`src/hw/rtl/sra_pkg.sv`:
```
package sra_pkg;

  // Ring depths
  localparam int FREQ_DEPTH = 4;
  localparam int TEMP_DEPTH = 8;

  // Field widths
  localparam int FREQ_W     = 16;
  localparam int TEMP_W     = 12;
  localparam int COOL_AVG_W = 13;

  // Pointer and walk counter widths
  localparam int FPTR_W   = $clog2(FREQ_DEPTH);
  localparam int TPTR_W   = $clog2(TEMP_DEPTH);
  localparam int WALK_LEN = (FREQ_DEPTH > TEMP_DEPTH) ? FREQ_DEPTH : TEMP_DEPTH;
  localparam int CNT_W    = $clog2(WALK_LEN + 1);

  // Accumulator widths
  localparam int CLAMP_W = COOL_AVG_W + 1;
  localparam int CSUM_W  = CLAMP_W + $clog2(TEMP_DEPTH);
  localparam int TSUM_W  = TEMP_W + $clog2(TEMP_DEPTH);
  localparam int FSUM_W  = FREQ_W + $clog2(FREQ_DEPTH);

  // Request codes
  localparam logic FUNC_STORE   = 1'b0;
  localparam logic FUNC_AVERAGE = 1'b1;

  typedef struct packed {
    logic              func;
    logic [FREQ_W-1:0] freq_sample;
    logic [TEMP_W-1:0] coolant_sample;
    logic [TEMP_W-1:0] chip_temp_sample;
    logic              freq_only;
  } sra_in_t;

  typedef struct packed {
    logic [COOL_AVG_W-1:0] coolant_avg;
    logic [TEMP_W-1:0]     chip_temp_avg;
    logic [FREQ_W-1:0]     freq_avg;
  } sra_out_t;

  typedef enum logic [1:0] {
    ST_IDLE,
    ST_WALK,
    ST_FINISH
  } sra_state_e;

  // Controller to datapath
  typedef struct packed {
    logic store;   // write samples at the ring pointers
    logic start;   // clear accumulators and walk counter
    logic step;    // add one ring entry
    logic finish;  // load result and stored coolant average
  } sra_cmd_t;

  // Datapath to controller
  typedef struct packed {
    logic last_step;
  } sra_status_t;

endpackage

```
`src/hw/rtl/sensor_ring_average_with_clamp.sv`:
```
// Sensor ring averager. A store request (func = 0) writes the frequency sample and, unless
// freq_only is set, the coolant and chip temperature samples into their rings at pointers
// that count down and wrap; it gives no result. An average request (func = 1) walks the
// rings one entry per cycle with a single set of accumulators, and new requests stall until
// it is done: it is accepted in idle, the walk state adds one entry per step over the longer
// ring depth, and the finish state forms the means and loads the result register. Coolant
// entries are clamped to the previous coolant average +/- 1/16 of it once that average is
// nonzero. The result register frees the input side: requests are taken while a result
// waits, and the finish step holds only if the previous result has not been taken yet.
module sensor_ring_average_with_clamp (
  input  logic              clk_i,
  input  logic              rst_ni,
  input  logic              in_valid_i,
  output logic              in_stall_o,
  input  sra_pkg::sra_in_t  in_data_i,
  output logic              out_valid_o,
  input  logic              out_stall_i,
  output sra_pkg::sra_out_t out_data_o
);

  sra_pkg::sra_cmd_t    cmd;
  sra_pkg::sra_status_t status;

  sra_ctrl u_ctrl (
    .clk_i       (clk_i),
    .rst_ni      (rst_ni),
    .in_valid_i  (in_valid_i),
    .in_func_i   (in_data_i.func),
    .in_stall_o  (in_stall_o),
    .out_valid_o (out_valid_o),
    .out_stall_i (out_stall_i),
    .status_i    (status),
    .cmd_o       (cmd)
  );

  sra_dp u_dp (
    .clk_i      (clk_i),
    .rst_ni     (rst_ni),
    .cmd_i      (cmd),
    .in_data_i  (in_data_i),
    .status_o   (status),
    .out_data_o (out_data_o)
  );

endmodule

```
`src/hw/rtl/sra_ctrl.sv`:
```
module sra_ctrl (
  input  logic                clk_i,
  input  logic                rst_ni,
  input  logic                in_valid_i,
  input  logic                in_func_i,
  output logic                in_stall_o,
  output logic                out_valid_o,
  input  logic                out_stall_i,
  input  sra_pkg::sra_status_t status_i,
  output sra_pkg::sra_cmd_t   cmd_o
);

  sra_pkg::sra_state_e state_q, state_d;
  logic out_valid_q, out_valid_d;
  logic in_acc;
  logic out_free;

  // State and output valid registers
  always_ff @(posedge clk_i or negedge rst_ni) begin
    if (!rst_ni) begin
      state_q     <= sra_pkg::ST_IDLE;
      out_valid_q <= 1'b0;
    end else begin
      state_q     <= state_d;
      out_valid_q <= out_valid_d;
    end
  end

  assign in_stall_o  = (state_q != sra_pkg::ST_IDLE);
  assign in_acc      = in_valid_i && !in_stall_o;
  assign out_valid_o = out_valid_q;
  // output register can take a new result this cycle
  assign out_free    = !out_valid_q || !out_stall_i;

  // Next state and commands
  always_comb begin
    state_d      = state_q;
    cmd_o        = '0;
    out_valid_d  = out_valid_q && out_stall_i;
    unique case (state_q)
      sra_pkg::ST_IDLE: begin
        if (in_acc) begin
          if (in_func_i == sra_pkg::FUNC_AVERAGE) begin
            cmd_o.start = 1'b1;
            state_d     = sra_pkg::ST_WALK;
          end else begin
            cmd_o.store = 1'b1;
          end
        end
      end
      sra_pkg::ST_WALK: begin
        cmd_o.step = 1'b1;
        if (status_i.last_step) begin
          state_d = sra_pkg::ST_FINISH;
        end
      end
      sra_pkg::ST_FINISH: begin
        if (out_free) begin
          cmd_o.finish = 1'b1;
          out_valid_d  = 1'b1;
          state_d      = sra_pkg::ST_IDLE;
        end
      end
      default: begin
        state_d = sra_pkg::ST_IDLE;
      end
    endcase
  end

endmodule

```
`src/hw/rtl/sra_dp.sv`:
```
module sra_dp (
  input  logic               clk_i,
  input  logic               rst_ni,
  input  sra_pkg::sra_cmd_t  cmd_i,
  input  sra_pkg::sra_in_t   in_data_i,
  output sra_pkg::sra_status_t status_o,
  output sra_pkg::sra_out_t  out_data_o
);

  logic [sra_pkg::FREQ_W-1:0] freq_ring_q    [sra_pkg::FREQ_DEPTH];
  logic [sra_pkg::TEMP_W-1:0] coolant_ring_q [sra_pkg::TEMP_DEPTH];
  logic [sra_pkg::TEMP_W-1:0] chip_ring_q    [sra_pkg::TEMP_DEPTH];
  logic [sra_pkg::FPTR_W-1:0] freq_ptr_q;
  logic [sra_pkg::TPTR_W-1:0] temp_ptr_q;
  logic [sra_pkg::COOL_AVG_W-1:0] cool_avg_q;

  logic [sra_pkg::CNT_W-1:0]  cnt_q;
  logic [sra_pkg::CSUM_W-1:0] csum_q;
  logic [sra_pkg::TSUM_W-1:0] tsum_q;
  logic [sra_pkg::FSUM_W-1:0] fsum_q;
  sra_pkg::sra_out_t          out_q;

  logic [sra_pkg::COOL_AVG_W-1:0] tol;
  logic [sra_pkg::CLAMP_W-1:0]    hi_lim;
  logic [sra_pkg::CLAMP_W-1:0]    lo_lim;
  logic [sra_pkg::CLAMP_W-1:0]    cool_raw;
  logic [sra_pkg::CLAMP_W-1:0]    cool_val;
  logic                           clamp_en;
  logic                           freq_act;
  logic                           temp_act;
  logic [sra_pkg::CSUM_W-1:0]     c_quot;
  logic [sra_pkg::TSUM_W-1:0]     t_quot;
  logic [sra_pkg::FSUM_W-1:0]     f_quot;

  // Coolant clamp window around the stored average
  assign clamp_en = (cool_avg_q != '0);
  assign tol      = cool_avg_q >> 4;
  assign hi_lim   = sra_pkg::CLAMP_W'(cool_avg_q) + sra_pkg::CLAMP_W'(tol);
  assign lo_lim   = sra_pkg::CLAMP_W'(cool_avg_q - tol);
  assign cool_raw = sra_pkg::CLAMP_W'(coolant_ring_q[cnt_q[sra_pkg::TPTR_W-1:0]]);

  always_comb begin
    cool_val = cool_raw;
    if (clamp_en && (cool_raw > hi_lim)) begin
      cool_val = hi_lim;
    end else if (clamp_en && (cool_raw < lo_lim)) begin
      cool_val = lo_lim;
    end
  end

  // Walk position inside each ring
  assign freq_act = (cnt_q < sra_pkg::CNT_W'(sra_pkg::FREQ_DEPTH));
  assign temp_act = (cnt_q < sra_pkg::CNT_W'(sra_pkg::TEMP_DEPTH));
  assign status_o.last_step = (cnt_q == sra_pkg::CNT_W'(sra_pkg::WALK_LEN - 1));

  // Means of the finished sums
  assign c_quot = sra_pkg::CSUM_W'(csum_q / sra_pkg::TEMP_DEPTH);
  assign t_quot = sra_pkg::TSUM_W'(tsum_q / sra_pkg::TEMP_DEPTH);
  assign f_quot = sra_pkg::FSUM_W'(fsum_q / sra_pkg::FREQ_DEPTH);

  // Rings, pointers and stored coolant average
  always_ff @(posedge clk_i or negedge rst_ni) begin
    if (!rst_ni) begin
      for (int i = 0; i < sra_pkg::FREQ_DEPTH; i++) begin
        freq_ring_q[i] <= '0;
      end
      for (int i = 0; i < sra_pkg::TEMP_DEPTH; i++) begin
        coolant_ring_q[i] <= '0;
        chip_ring_q[i]    <= '0;
      end
      freq_ptr_q <= sra_pkg::FPTR_W'(sra_pkg::FREQ_DEPTH - 1);
      temp_ptr_q <= sra_pkg::TPTR_W'(sra_pkg::TEMP_DEPTH - 1);
      cool_avg_q <= '0;
    end else begin
      if (cmd_i.store) begin
        freq_ring_q[freq_ptr_q] <= in_data_i.freq_sample;
        freq_ptr_q <= (freq_ptr_q == '0) ? sra_pkg::FPTR_W'(sra_pkg::FREQ_DEPTH - 1)
                                         : freq_ptr_q - 1'b1;
        if (!in_data_i.freq_only) begin
          coolant_ring_q[temp_ptr_q] <= in_data_i.coolant_sample;
          chip_ring_q[temp_ptr_q]    <= in_data_i.chip_temp_sample;
          temp_ptr_q <= (temp_ptr_q == '0) ? sra_pkg::TPTR_W'(sra_pkg::TEMP_DEPTH - 1)
                                           : temp_ptr_q - 1'b1;
        end
      end
      if (cmd_i.finish) begin
        cool_avg_q <= c_quot[sra_pkg::COOL_AVG_W-1:0];
      end
    end
  end

  // Walk counter and accumulators
  always_ff @(posedge clk_i or negedge rst_ni) begin
    if (!rst_ni) begin
      cnt_q <= '0;
    end else if (cmd_i.start) begin
      cnt_q <= '0;
    end else if (cmd_i.step) begin
      cnt_q <= cnt_q + 1'b1;
    end
  end

  always_ff @(posedge clk_i) begin
    if (cmd_i.start) begin
      csum_q <= '0;
      tsum_q <= '0;
      fsum_q <= '0;
    end else if (cmd_i.step) begin
      if (temp_act) begin
        csum_q <= csum_q + sra_pkg::CSUM_W'(cool_val);
        tsum_q <= tsum_q + sra_pkg::TSUM_W'(chip_ring_q[cnt_q[sra_pkg::TPTR_W-1:0]]);
      end
      if (freq_act) begin
        fsum_q <= fsum_q + sra_pkg::FSUM_W'(freq_ring_q[cnt_q[sra_pkg::FPTR_W-1:0]]);
      end
    end
  end

  // Result register
  always_ff @(posedge clk_i) begin
    if (cmd_i.finish) begin
      out_q.coolant_avg   <= c_quot[sra_pkg::COOL_AVG_W-1:0];
      out_q.chip_temp_avg <= t_quot[sra_pkg::TEMP_W-1:0];
      out_q.freq_avg      <= f_quot[sra_pkg::FREQ_W-1:0];
    end
  end

  assign out_data_o = out_q;

endmodule
```
`config.mk`:
```
export PLATFORM = sky130hd
export DESIGN_NAME = sensor_ring_average_with_clamp
export DESIGN_NICKNAME = d
export VERILOG_FILES = /design/src/hw/rtl/sra_pkg.sv /design/src/hw/rtl/sensor_ring_average_with_clamp.sv /design/src/hw/rtl/sra_ctrl.sv /design/src/hw/rtl/sra_dp.sv
export SDC_FILE = /design/constraint.sdc
export NUM_CORES = 1
export LEC_CHECK = 0
export BUFFER_PORTS_ARGS = -buffer_cell sky130_fd_sc_hd__buf_2
export CORE_ASPECT_RATIO = 1.1
export CORE_MARGIN = 1
export CORE_UTILIZATION = 55
export DETAILED_ROUTE_END_ITERATION = 12
export HOLD_SLACK_MARGIN = 0.02
export PLACE_DENSITY_LB_ADDON = 0.05
export SETUP_SLACK_MARGIN = 0.5
export SYNTH_ARGS = -nofsm -noshare
export SYNTH_HDL_FRONTEND = slang
export SYNTH_SLANG_ARGS = --single-unit
export TNS_END_PERCENT = 10
```
`constraint.sdc`:
```
create_clock -name clk_i -period 15.55 [get_ports clk_i]
set_clock_uncertainty 0.15 [all_clocks]
set_input_delay 1.555 -clock clk_i [delete_from_list [all_inputs] [get_ports clk_i]]
set_output_delay 1.555 -clock clk_i [all_outputs]
set_load 0.01 [all_outputs]
```
Word-level counts from Yosys, hierarchy flattened --
Index checks and enable logic that the tools add are counted.
Storage, ports and cells: register bits after elaboration 372, input port bits 46, word-level logic and storage cells 118
Operators by class: add/sub/neg operators 8, magnitude comparators 10, equal/unequal tests 7, muxes and demuxes 36, bitwise logic cells 5, reduce and logical (&&, ||, !) cells 20
Operators with widths (count):
- $bwmux 96 | 2
- $bmux 12 s3 | 2
- $bwmux 64 | 1
- $mux 12 | 5
- $mux 16 | 3
- $demux 12 s3 | 1
- $bmux 16 s2 | 1
- $demux 16 s2 | 1
- $mux 14 | 2
- $add 18x16->18 | 1
- $add 17x14->17 | 1
- $add 15x12->15 | 1
- $add 13x9->14 | 1
- $gt 12x14->1 | 1
- $lt 12x14->1 | 1
- $mux 2 | 7
- $sub 13x9->14 | 1
- $reduce_bool 13->1 | 1
- $ge 4x4->1 const B | 2
- $mux 4 | 2
- $not 3->4 | 2
- $mux 1 | 7
- $ge 3x3->1 const B | 2
- $logic_and 1x1->1 | 6
- other kinds (23) | 32

Logic depth before layout (Yosys ltp) --
Gate-level depths: netlist of run 1.
depth after elaboration 9, mapped depth 30

Hierarchy --
A second synthesis of run 1 with hierarchy kept.
Second synthesis, totals: cell total of the unflattened synthesis 1516, area total of the unflattened synthesis 19097.1 µm²
By module, submodules not included:
- sra_dp | instances 1, cells each 1500, area an instance 18936.9 µm², seq. area each 9175.0 µm²
- sra_ctrl | instances 1, cells each 16, area an instance 160.2 µm², seq. area each 75.1 µm²

Worst setup path after synthesis of run 1 --
OpenSTA, ideal clock, no wires.
path kind reg2reg, start reg u_dp.cnt_q[0] (netlist name), end reg u_dp.csum_q[14] (netlist name), data arrival time 5863 ps, path slack 9409 ps, cell stages (with the launch flop) 25, period minus slack after synthesis 6141 ps, cells stage by stage dfrtp_1 buf_2 buf_1 mux4_2 mux2_2 ha_1 a21o_1 a21oi_1 and2b_2 a2111oi_0 o21a_2 a221oi_4 buf_12 o21ai_2 mux2i_1 ha_1 fa_1 a21oi_1 o211ai_1 a2111oi_0 nor3_1 a41o_1 a41oi_1 xor2_1 nor2_1
Between the ends: word-level cells in the longest chain between the ends 9, elaborated cells on any way between the ends 13, classes of those cells 1 x add/sub; 3 x order compare; 5 x mux; 1 x bitwise; 3 x reduce/logical
Ends and longest elaborated chain:
- start: declaration | line sra_dp.sv:17 | logic [sra_pkg::CNT_W-1:0] cnt_q;
- start signal: assignment | line sra_dp.sv:99 | cnt_q <= cnt_q + 1'b1;
- $not 3->4 (implied by the code) | line sra_dp.sv:40 | assign cool_raw = sra_pkg::CLAMP_W'(coolant_ring_q[cnt_q[sra_pkg::TPTR_W-1:0]]);
- $bmux 12 s3 | line sra_dp.sv:40
- $mux 12 (implied by the code) (2 in series) | line sra_dp.sv:40
- $lt 12x14->1 | line sra_dp.sv:46 | end else if (clamp_en && (cool_raw < lo_lim)) begin
- $logic_and 1x1->1 | line sra_dp.sv:46
- $mux 14 | line sra_dp.sv:46
- $mux 14 | line sra_dp.sv:44 | if (clamp_en && (cool_raw > hi_lim)) begin
- $add 17x14->17 | line sra_dp.sv:110 | csum_q <= csum_q + sra_pkg::CSUM_W'(cool_val);
- end signal: assignment | line sra_dp.sv:110
- end: declaration | line sra_dp.sv:18 | logic [sra_pkg::CSUM_W-1:0] csum_q;
Parallel ways exist; a longest one is shown, timed or not. The select of a mux whose other input is x is not followed. A chain may end at the register's enable or synchronous reset.

Final worst setup path of run 1 --
start reg u_dp.cool_avg_q[10] (netlist name), end reg u_dp.csum_q[14] (netlist name)
Between the ends: word-level cells in the longest chain between the ends 6, elaborated cells on any way between the ends 10, classes of those cells 3 x add/sub; 2 x order compare; 2 x mux; 3 x reduce/logical
Ends and longest elaborated chain:
- start: declaration | line sra_dp.sv:15 | logic [sra_pkg::COOL_AVG_W-1:0] cool_avg_q;
- start signal: assignment | line sra_dp.sv:87 | cool_avg_q <= c_quot[sra_pkg::COOL_AVG_W-1:0];
- $sub 13x9->14 | line sra_dp.sv:39 | assign lo_lim = sra_pkg::CLAMP_W'(cool_avg_q - tol);
- $lt 12x14->1 | line sra_dp.sv:46
- $logic_and 1x1->1 | line sra_dp.sv:46
- $mux 14 | line sra_dp.sv:46
- $mux 14 (*) | line sra_dp.sv:44
- $add 17x14->17 (*) | line sra_dp.sv:110
Every way passes the cells marked *; elsewhere a longest branch is shown, timed or not.

==> results of run 1 <==
worst min-delay path, stage by stage (launching register included):
cell     delay, ns
dfxtp_1       0.31
nand2_1       0.05
a21oi_1       0.05
synthesized netlist by cell type, types with 3 or more instances:
master / number / area [um^2]
or2_2: 5 / 31.3
ha_1: 90 / 1130
a211oi_1: 16 / 120
xnor2_1: 41 / 359
dfxtp_1: 49 / 981
nand4_1: 6 / 37.5
or3_1: 6 / 37.5
o21ai_0: 46 / 230
mux2_2: 277 / 3120
dfstp_2: 5 / 131
inv_1: 50 / 188
and3_1: 3 / 18.8
buf_2: 17 / 85.1
o211ai_1: 6 / 45.0
o2111ai_1: 3 / 26.3
nor2b_1: 10 / 62.6
a2111oi_0: 4 / 35.0
edfxtp_1: 41 / 1230
nand3_1: 12 / 60.1
a21oi_1: 75 / 375
o21bai_1: 4 / 30.0
nand2b_1: 13 / 81.3
xor2_1: 19 / 166
a21o_1: 15 / 113
clkbuf_1: 39 / 146
nor4_1: 5 / 31.3
a41oi_1: 4 / 35.0
nor3_1: 16 / 80.1
mux2i_1: 25 / 250
mux4_2: 64 / 1440
o21a_1: 6 / 45.0
buf_1: 10 / 37.5
dfrtp_1: 276 / 6910
nand2_1: 112 / 420
o31ai_1: 3 / 22.5
nor2_1: 60 / 225
fa_1: 5 / 100
worst max path at each step:
stage                              from  cells after the start         endpoint
global placement    u_dp.cool_avg_q[10]                     24  u_dp.csum_q[14]
global route        u_dp.cool_avg_q[10]                     24  u_dp.csum_q[14]
floorplan                 u_dp.cnt_q[0]                     24  u_dp.csum_q[14]
finish              u_dp.cool_avg_q[10]                     24  u_dp.csum_q[14]
detailed placement  u_dp.cool_avg_q[10]                     24  u_dp.csum_q[14]
CTS                 u_dp.cool_avg_q[10]                     24  u_dp.csum_q[14]
layer usage:
metal / global-route usage, % / routed length, um
met1: 35.6 / 19200
met2: 41.1 / 20500
met3: 3.95 / 1840
met4: 8.13 / 1050
met5: 0 / 11
flip-flops by register name, indices dropped and copies added, names as in the netlist:
register,flops
u_dp.csum_q,16
u_dp.fsum_q,18
u_dp.freq_ptr_q,2
u_dp.cool_avg_q,13
u_ctrl.state_q,2
u_dp.tsum_q,15
u_ctrl.out_valid_o,1
u_dp.chip_ring_q,96
u_dp.cnt_q,4
u_dp.out_data_o,41
u_dp.freq_ring_q,64
u_dp.temp_ptr_q,3
u_dp.coolant_ring_q,96
cells by family after synthesis:
kind of cell | Yosys count | synth area share, %
AOI/OAI and AO/OA | 205 | 6.92
DFF | 371 | 49.1
muxes | 367 | 25.6
adders and majority gates | 95 | 6.51
buffers and inverters | 120 | 2.61
xor gates and xnor gates | 60 | 2.79
and+or+nand+nor | 261 | 6.41
area by class of cell:
type                            count  area, um^2
Multi-Input combinational cell    988        9120
Clock buffer                       56        1160
Timing Repair Buffer              107         593
Sequential cell                   371        9260
Inverter                           52         195
Tap cell                          432         541
Clock inverter                     19         184
Fill cell                        2672       12400
Antenna cell                        3        7.51
through the flow:
| step | area [um^2] | cells | hold WS [ns] |
|---|---|---|---|
| floorplan | 18800 | 1479 | 0.279 |
| global placement | 19700 | 1950 | 0.294 |
| detailed placement | 19700 | 1950 | 0.304 |
| CTS | 21000 | 2025 | 0.312 |
| global route | 21100 | 2026 | 0.326 |
| finish | 21100 | 2028 | 0.312 |
==> out/results.ini, run 1 <==
[status]
outcome=completed

[floorplanning]
die_h_um=196
dieArea_um2=35000
core.rowCount=70
core_um2=33500
io_pins=89
die_w_um=178
initial_utilization_pct=56.3

[cells_and_area]
final_core_utilization_pct=62.9
layout_common_cells=mux2_2 (277), dfrtp_1 (274), nand2_1 (112), ha_1 (90), buf_2 (87)
layout.nets=1702
area_growth_pct=11.8
drive_gt1_share_pct=34.0
final_common_cell=mux2_2

[critical_path]
r2r_slack_ns=8.41
critPathKind=flip-flop to flip-flop
start_kind=flip-flop
cp_slowest_stage_delay_ns=0.90
critPathCaptureType=flip-flop
slowest_stage=nor2_1
crit_family=compound AO/OA/AOI/OAI gates
critPathArrivalTime_ns=7.37
r2r-end=u_dp.csum_q[14]
cp_num_buf_inv=1
worst_ep_required_time_ns=15.78
cp_max_fo=13
rr_startpoint=u_dp.cool_avg_q[10]
crit_chain=clkinv_1, ha_1, a21oi_1, nor2_1, o41ai_1, a211o_1, and3_1, xnor2_1, ha_1, nand4_1, nor3_1, a21oi_1, a2111o_1, nor2_1, mux2i_1, fa_1, a21oi_1, o211ai_1, a2111oi_0, nor3_1, a41o_1, a41oi_1, xor2_1, nor2_1
worst-r2r-cell-count=24

[sta]
final_hold_viol_count=0
finalMaxSlewViolations=0
max_freq_ghz=0.140
finalSetupViolations=0
setup_tns_ns=0
maxSlewHeadroom_pct=22.5
period_share_pct=45.9
rsz0062_at_grt=false
fin_ws_ns=8.41
period_needed_ns=7.14
worst_pin_slew_ns=1.16

[global_route]
grt_pass1_wl_um=68400
gr-total-overflow=0
grt_pass1_vias=12300
grt_max_degree=110
antenna_found_initial=4
grt.total_usage_pct=25.6

[synth]
synth_edf_count=41
syn_avg_cell_area_um2=12.7
syn_inst=1479
synth_top_flop_cell=dfrtp_1
synth_cell_types=70
ys_seq_area_share_pct=49.1
async_flop_share_pct=75.7
yosys_warnings=0
synth_area_um2=18800
ys_ff_latch=371
syn-num-nets=1620

[place]
place.gp.congestion=0.916
dp_hpwl_um=28000
port_buffers=88
dp_slack_ns=8.49

[worst_hold_path]
whs_endpoint=u_dp.tsum_q[2]
min_path_cells=2
worstHoldStart=u_dp.tsum_q[2]
hold_class=flip-flop to flip-flop

[clock_tree]
clk_latency_ns=0.55
cts_buffers=41
cts.sinks=371
postCtsSetupRepairBufs=0
root_buffer=clkbuf_16
htree_levels=2
clk_pin_slew_worst_paths_ns=0.06
ctsHoldBuffers=0
cts_buffer_depth=3
cts_tree=done
cts_resized=0

[routing]
detail_route.drc_violations=0
drtPass1Iterations=5
avgViaCountPerCell=5.90
drt.antenna.violating_nets=0
drt-wirelength-per-cell_um=21.0
vias=12000
first_iter_violations=928
finalWirelength_um=42600

[job]
maxCapViolations=0

Power of run 1 is not shown: default switching activity piles up to over one toggle a cycle in this logic, so the estimate is an artifact.
==> run 2: changes to the inputs <==
==> constraint.sdc (replaced) <==
create_clock -name clk_i -period 6.57 [get_ports clk_i]
set_clock_uncertainty 0.15 [all_clocks]
set_input_delay 0.657 -clock clk_i [delete_from_list [all_inputs] [get_ports clk_i]]
set_output_delay 0.657 -clock clk_i [all_outputs]
set_load 0.01 [all_outputs]
==> run 2 against run 1 <==
Compared with the run above:
- core utilization up 1.1 points
- die area unchanged
- design area up 1.8%
- global-route usage about the same
- routed wire length up 1.8%
- clock-buffer cell count up 8
- non-clock buffer count up 24
- sequential cell count unchanged
- worst setup slack worse by 7.7 ns
- critical endpoint unchanged
- largest cell class is now multi-input combinational cells
==> out/results.ini, run 2 (synthesized netlist as in run 1, its figures left out) <==
[sta]
max_freq_ghz=0.171
period_needed_ns=5.86
period_share_pct=89.2
final_hold_viol_count=0
holdWs_ns=0.00235
rsz0062_at_grt=false
worst_pin_slew_ns=1.10
finalMaxSlewViolations=0
maxSlewHeadroom_pct=26.3
setup_tns_ns=0
finalSetupViolations=0

[clock_tree]
cts_buffer_depth=3
cts_buffers=40
clk_latency_ns=0.55
cts_tree=done
cts.sinks=371
clk_pin_slew_worst_paths_ns=0.06
root_buffer=clkbuf_16
htree_levels=2

[floorplanning]
die_w_um=178
dieArea_um2=35000
die_h_um=196
core.rowCount=70
initial_utilization_pct=56.3
core_um2=33500
io_pins=89

[global_route]
use_met1_pct=35.5
gr-total-overflow=0
grt_pass1_wl_um=68500
grt_max_degree=177
gr-usage-met3_pct=3.97
grt.total_usage_pct=25.6
busiest_layer=met2
antenna_found_initial=4
met2_usage_pct=40.7
grt_pass1_vias=12400

[place]
placed_area_um2=19800
dp_hpwl_um=28400
place.gp.congestion=0.926
port_buffers=88

[routing]
avgViaCountPerCell=5.89
drt.antenna.violating_nets=0
drtPass1Iterations=5
finalWirelength_um=43300
first_iter_violations=761
detail_route.drc_violations=0
vias=12100
drt-wirelength-per-cell_um=21.2

[cells_and_area]
fill_cells=2643
reg_top3=u_dp.chip_ring_q (96), u_dp.coolant_ring_q (96), u_dp.freq_ring_q (64)
area_growth_pct=13.8
multi_input_area_um2=9300
seq_area_um2=9270
drive_gt1_share_pct=37.3
stdcell_area_um2=21400
layout.nets=1725
final_common_cell=mux2_2
layout_common_cells=mux2_2 (277), dfrtp_1 (268), nand2_1 (112), buf_2 (87), ha_1 (83)
final_core_utilization_pct=64.0

[critical_path]
cp_slowest_stage_delay_ns=0.51
crit_top_cell=ha_1
critPathArrivalTime_ns=6.13
r2r-end=u_dp.csum_q[14]
worst-r2r-cell-count=24
cp_max_fo=5
rr_startpoint=u_dp.cool_avg_q[10]
start_kind=flip-flop
critPathKind=flip-flop to flip-flop
critPathCaptureType=flip-flop
worst_ep_required_time_ns=6.84
slowest_stage=a2111o_1
r2r_slack_ns=0.71
crit_chain=ha_1, or3_4, o22ai_4, o41ai_4, a211o_1, and3_1, xnor2_1, ha_1, nand4_1, nor3_1, a21oi_1, a2111o_1, o21ai_2, mux2i_1, ha_2, fa_2, a21oi_2, o211ai_1, a2111oi_2, nor3_2, a41o_1, a41oi_2, xor2_1, nor2_1

[worst_hold_path]
hold_class=primary input to asynchronous set/reset pin

[status]
outcome=completed

[job]
maxCapViolations=0

## run 2: metal layers
metal / vias up / wire length, um
met4: 6 / 1520
met5: - / 41
met3: 95 / 1800
li1: 5635 / -
met1: 6089 / 19700
met2: 251 / 20300
## run 2: cell type report
cell class | count | area share, %
Antenna cell | 1 | 0.0117
Clock buffer | 64 | 5.61
Clock inverter | 10 | 0.508
Inverter | 52 | 0.928
Multi-Input combinational cell | 988 | 43.4
Sequential cell | 371 | 43.2
Tap cell | 432 | 2.52
Timing Repair Buffer | 131 | 3.80
## run 2: how the worst max path moves through the flow
stage                             start               to  slack, ns  cells past startpoint
floorplan            u_dp.cool_avg_q[9]  u_dp.csum_q[14]       0.63                     27
global placement    u_dp.cool_avg_q[10]  u_dp.csum_q[15]       0.36                     25
detailed placement  u_dp.cool_avg_q[10]  u_dp.csum_q[15]       0.09                     25
CTS                  u_dp.cool_avg_q[9]  u_dp.csum_q[14]       0.52                     25
global route        u_dp.cool_avg_q[10]  u_dp.csum_q[14]       0.44                     24
finish              u_dp.cool_avg_q[10]  u_dp.csum_q[14]       0.71                     24
## run 2: what timing repair did
action | in CTS | in global routing
buffers inserted | 2 | 13
hold buffers | 0 | 0
pin swaps | 3 | 18
hold endpoints to repair | 0 | 0
setup endpoints to repair | 6 | 7
gates resized for setup | 17 | 39
## run 2: stage by stage
| step | setup slack (ns) | cells |
|---|---|---|
| after floorplan | 0.628 | 1479 |
| after global placement | 0.360 | 1959 |
| after detailed placement | 0.0899 | 1959 |
| after CTS | 0.518 | 2035 |
| after global routing | 0.436 | 2048 |
| final | 0.711 | 2049 |
## run 2: critical path, delay by kind of cell, from the launching register on
family	cells	cell delay (ns)
fa+ha+maj	4	1.19
mux	1	0.09
simple gates	6	1.07
flops	1	0.45
compound gates	11	2.48
xor+xnor	2	0.29
Power of run 2 is left out for the same reason.
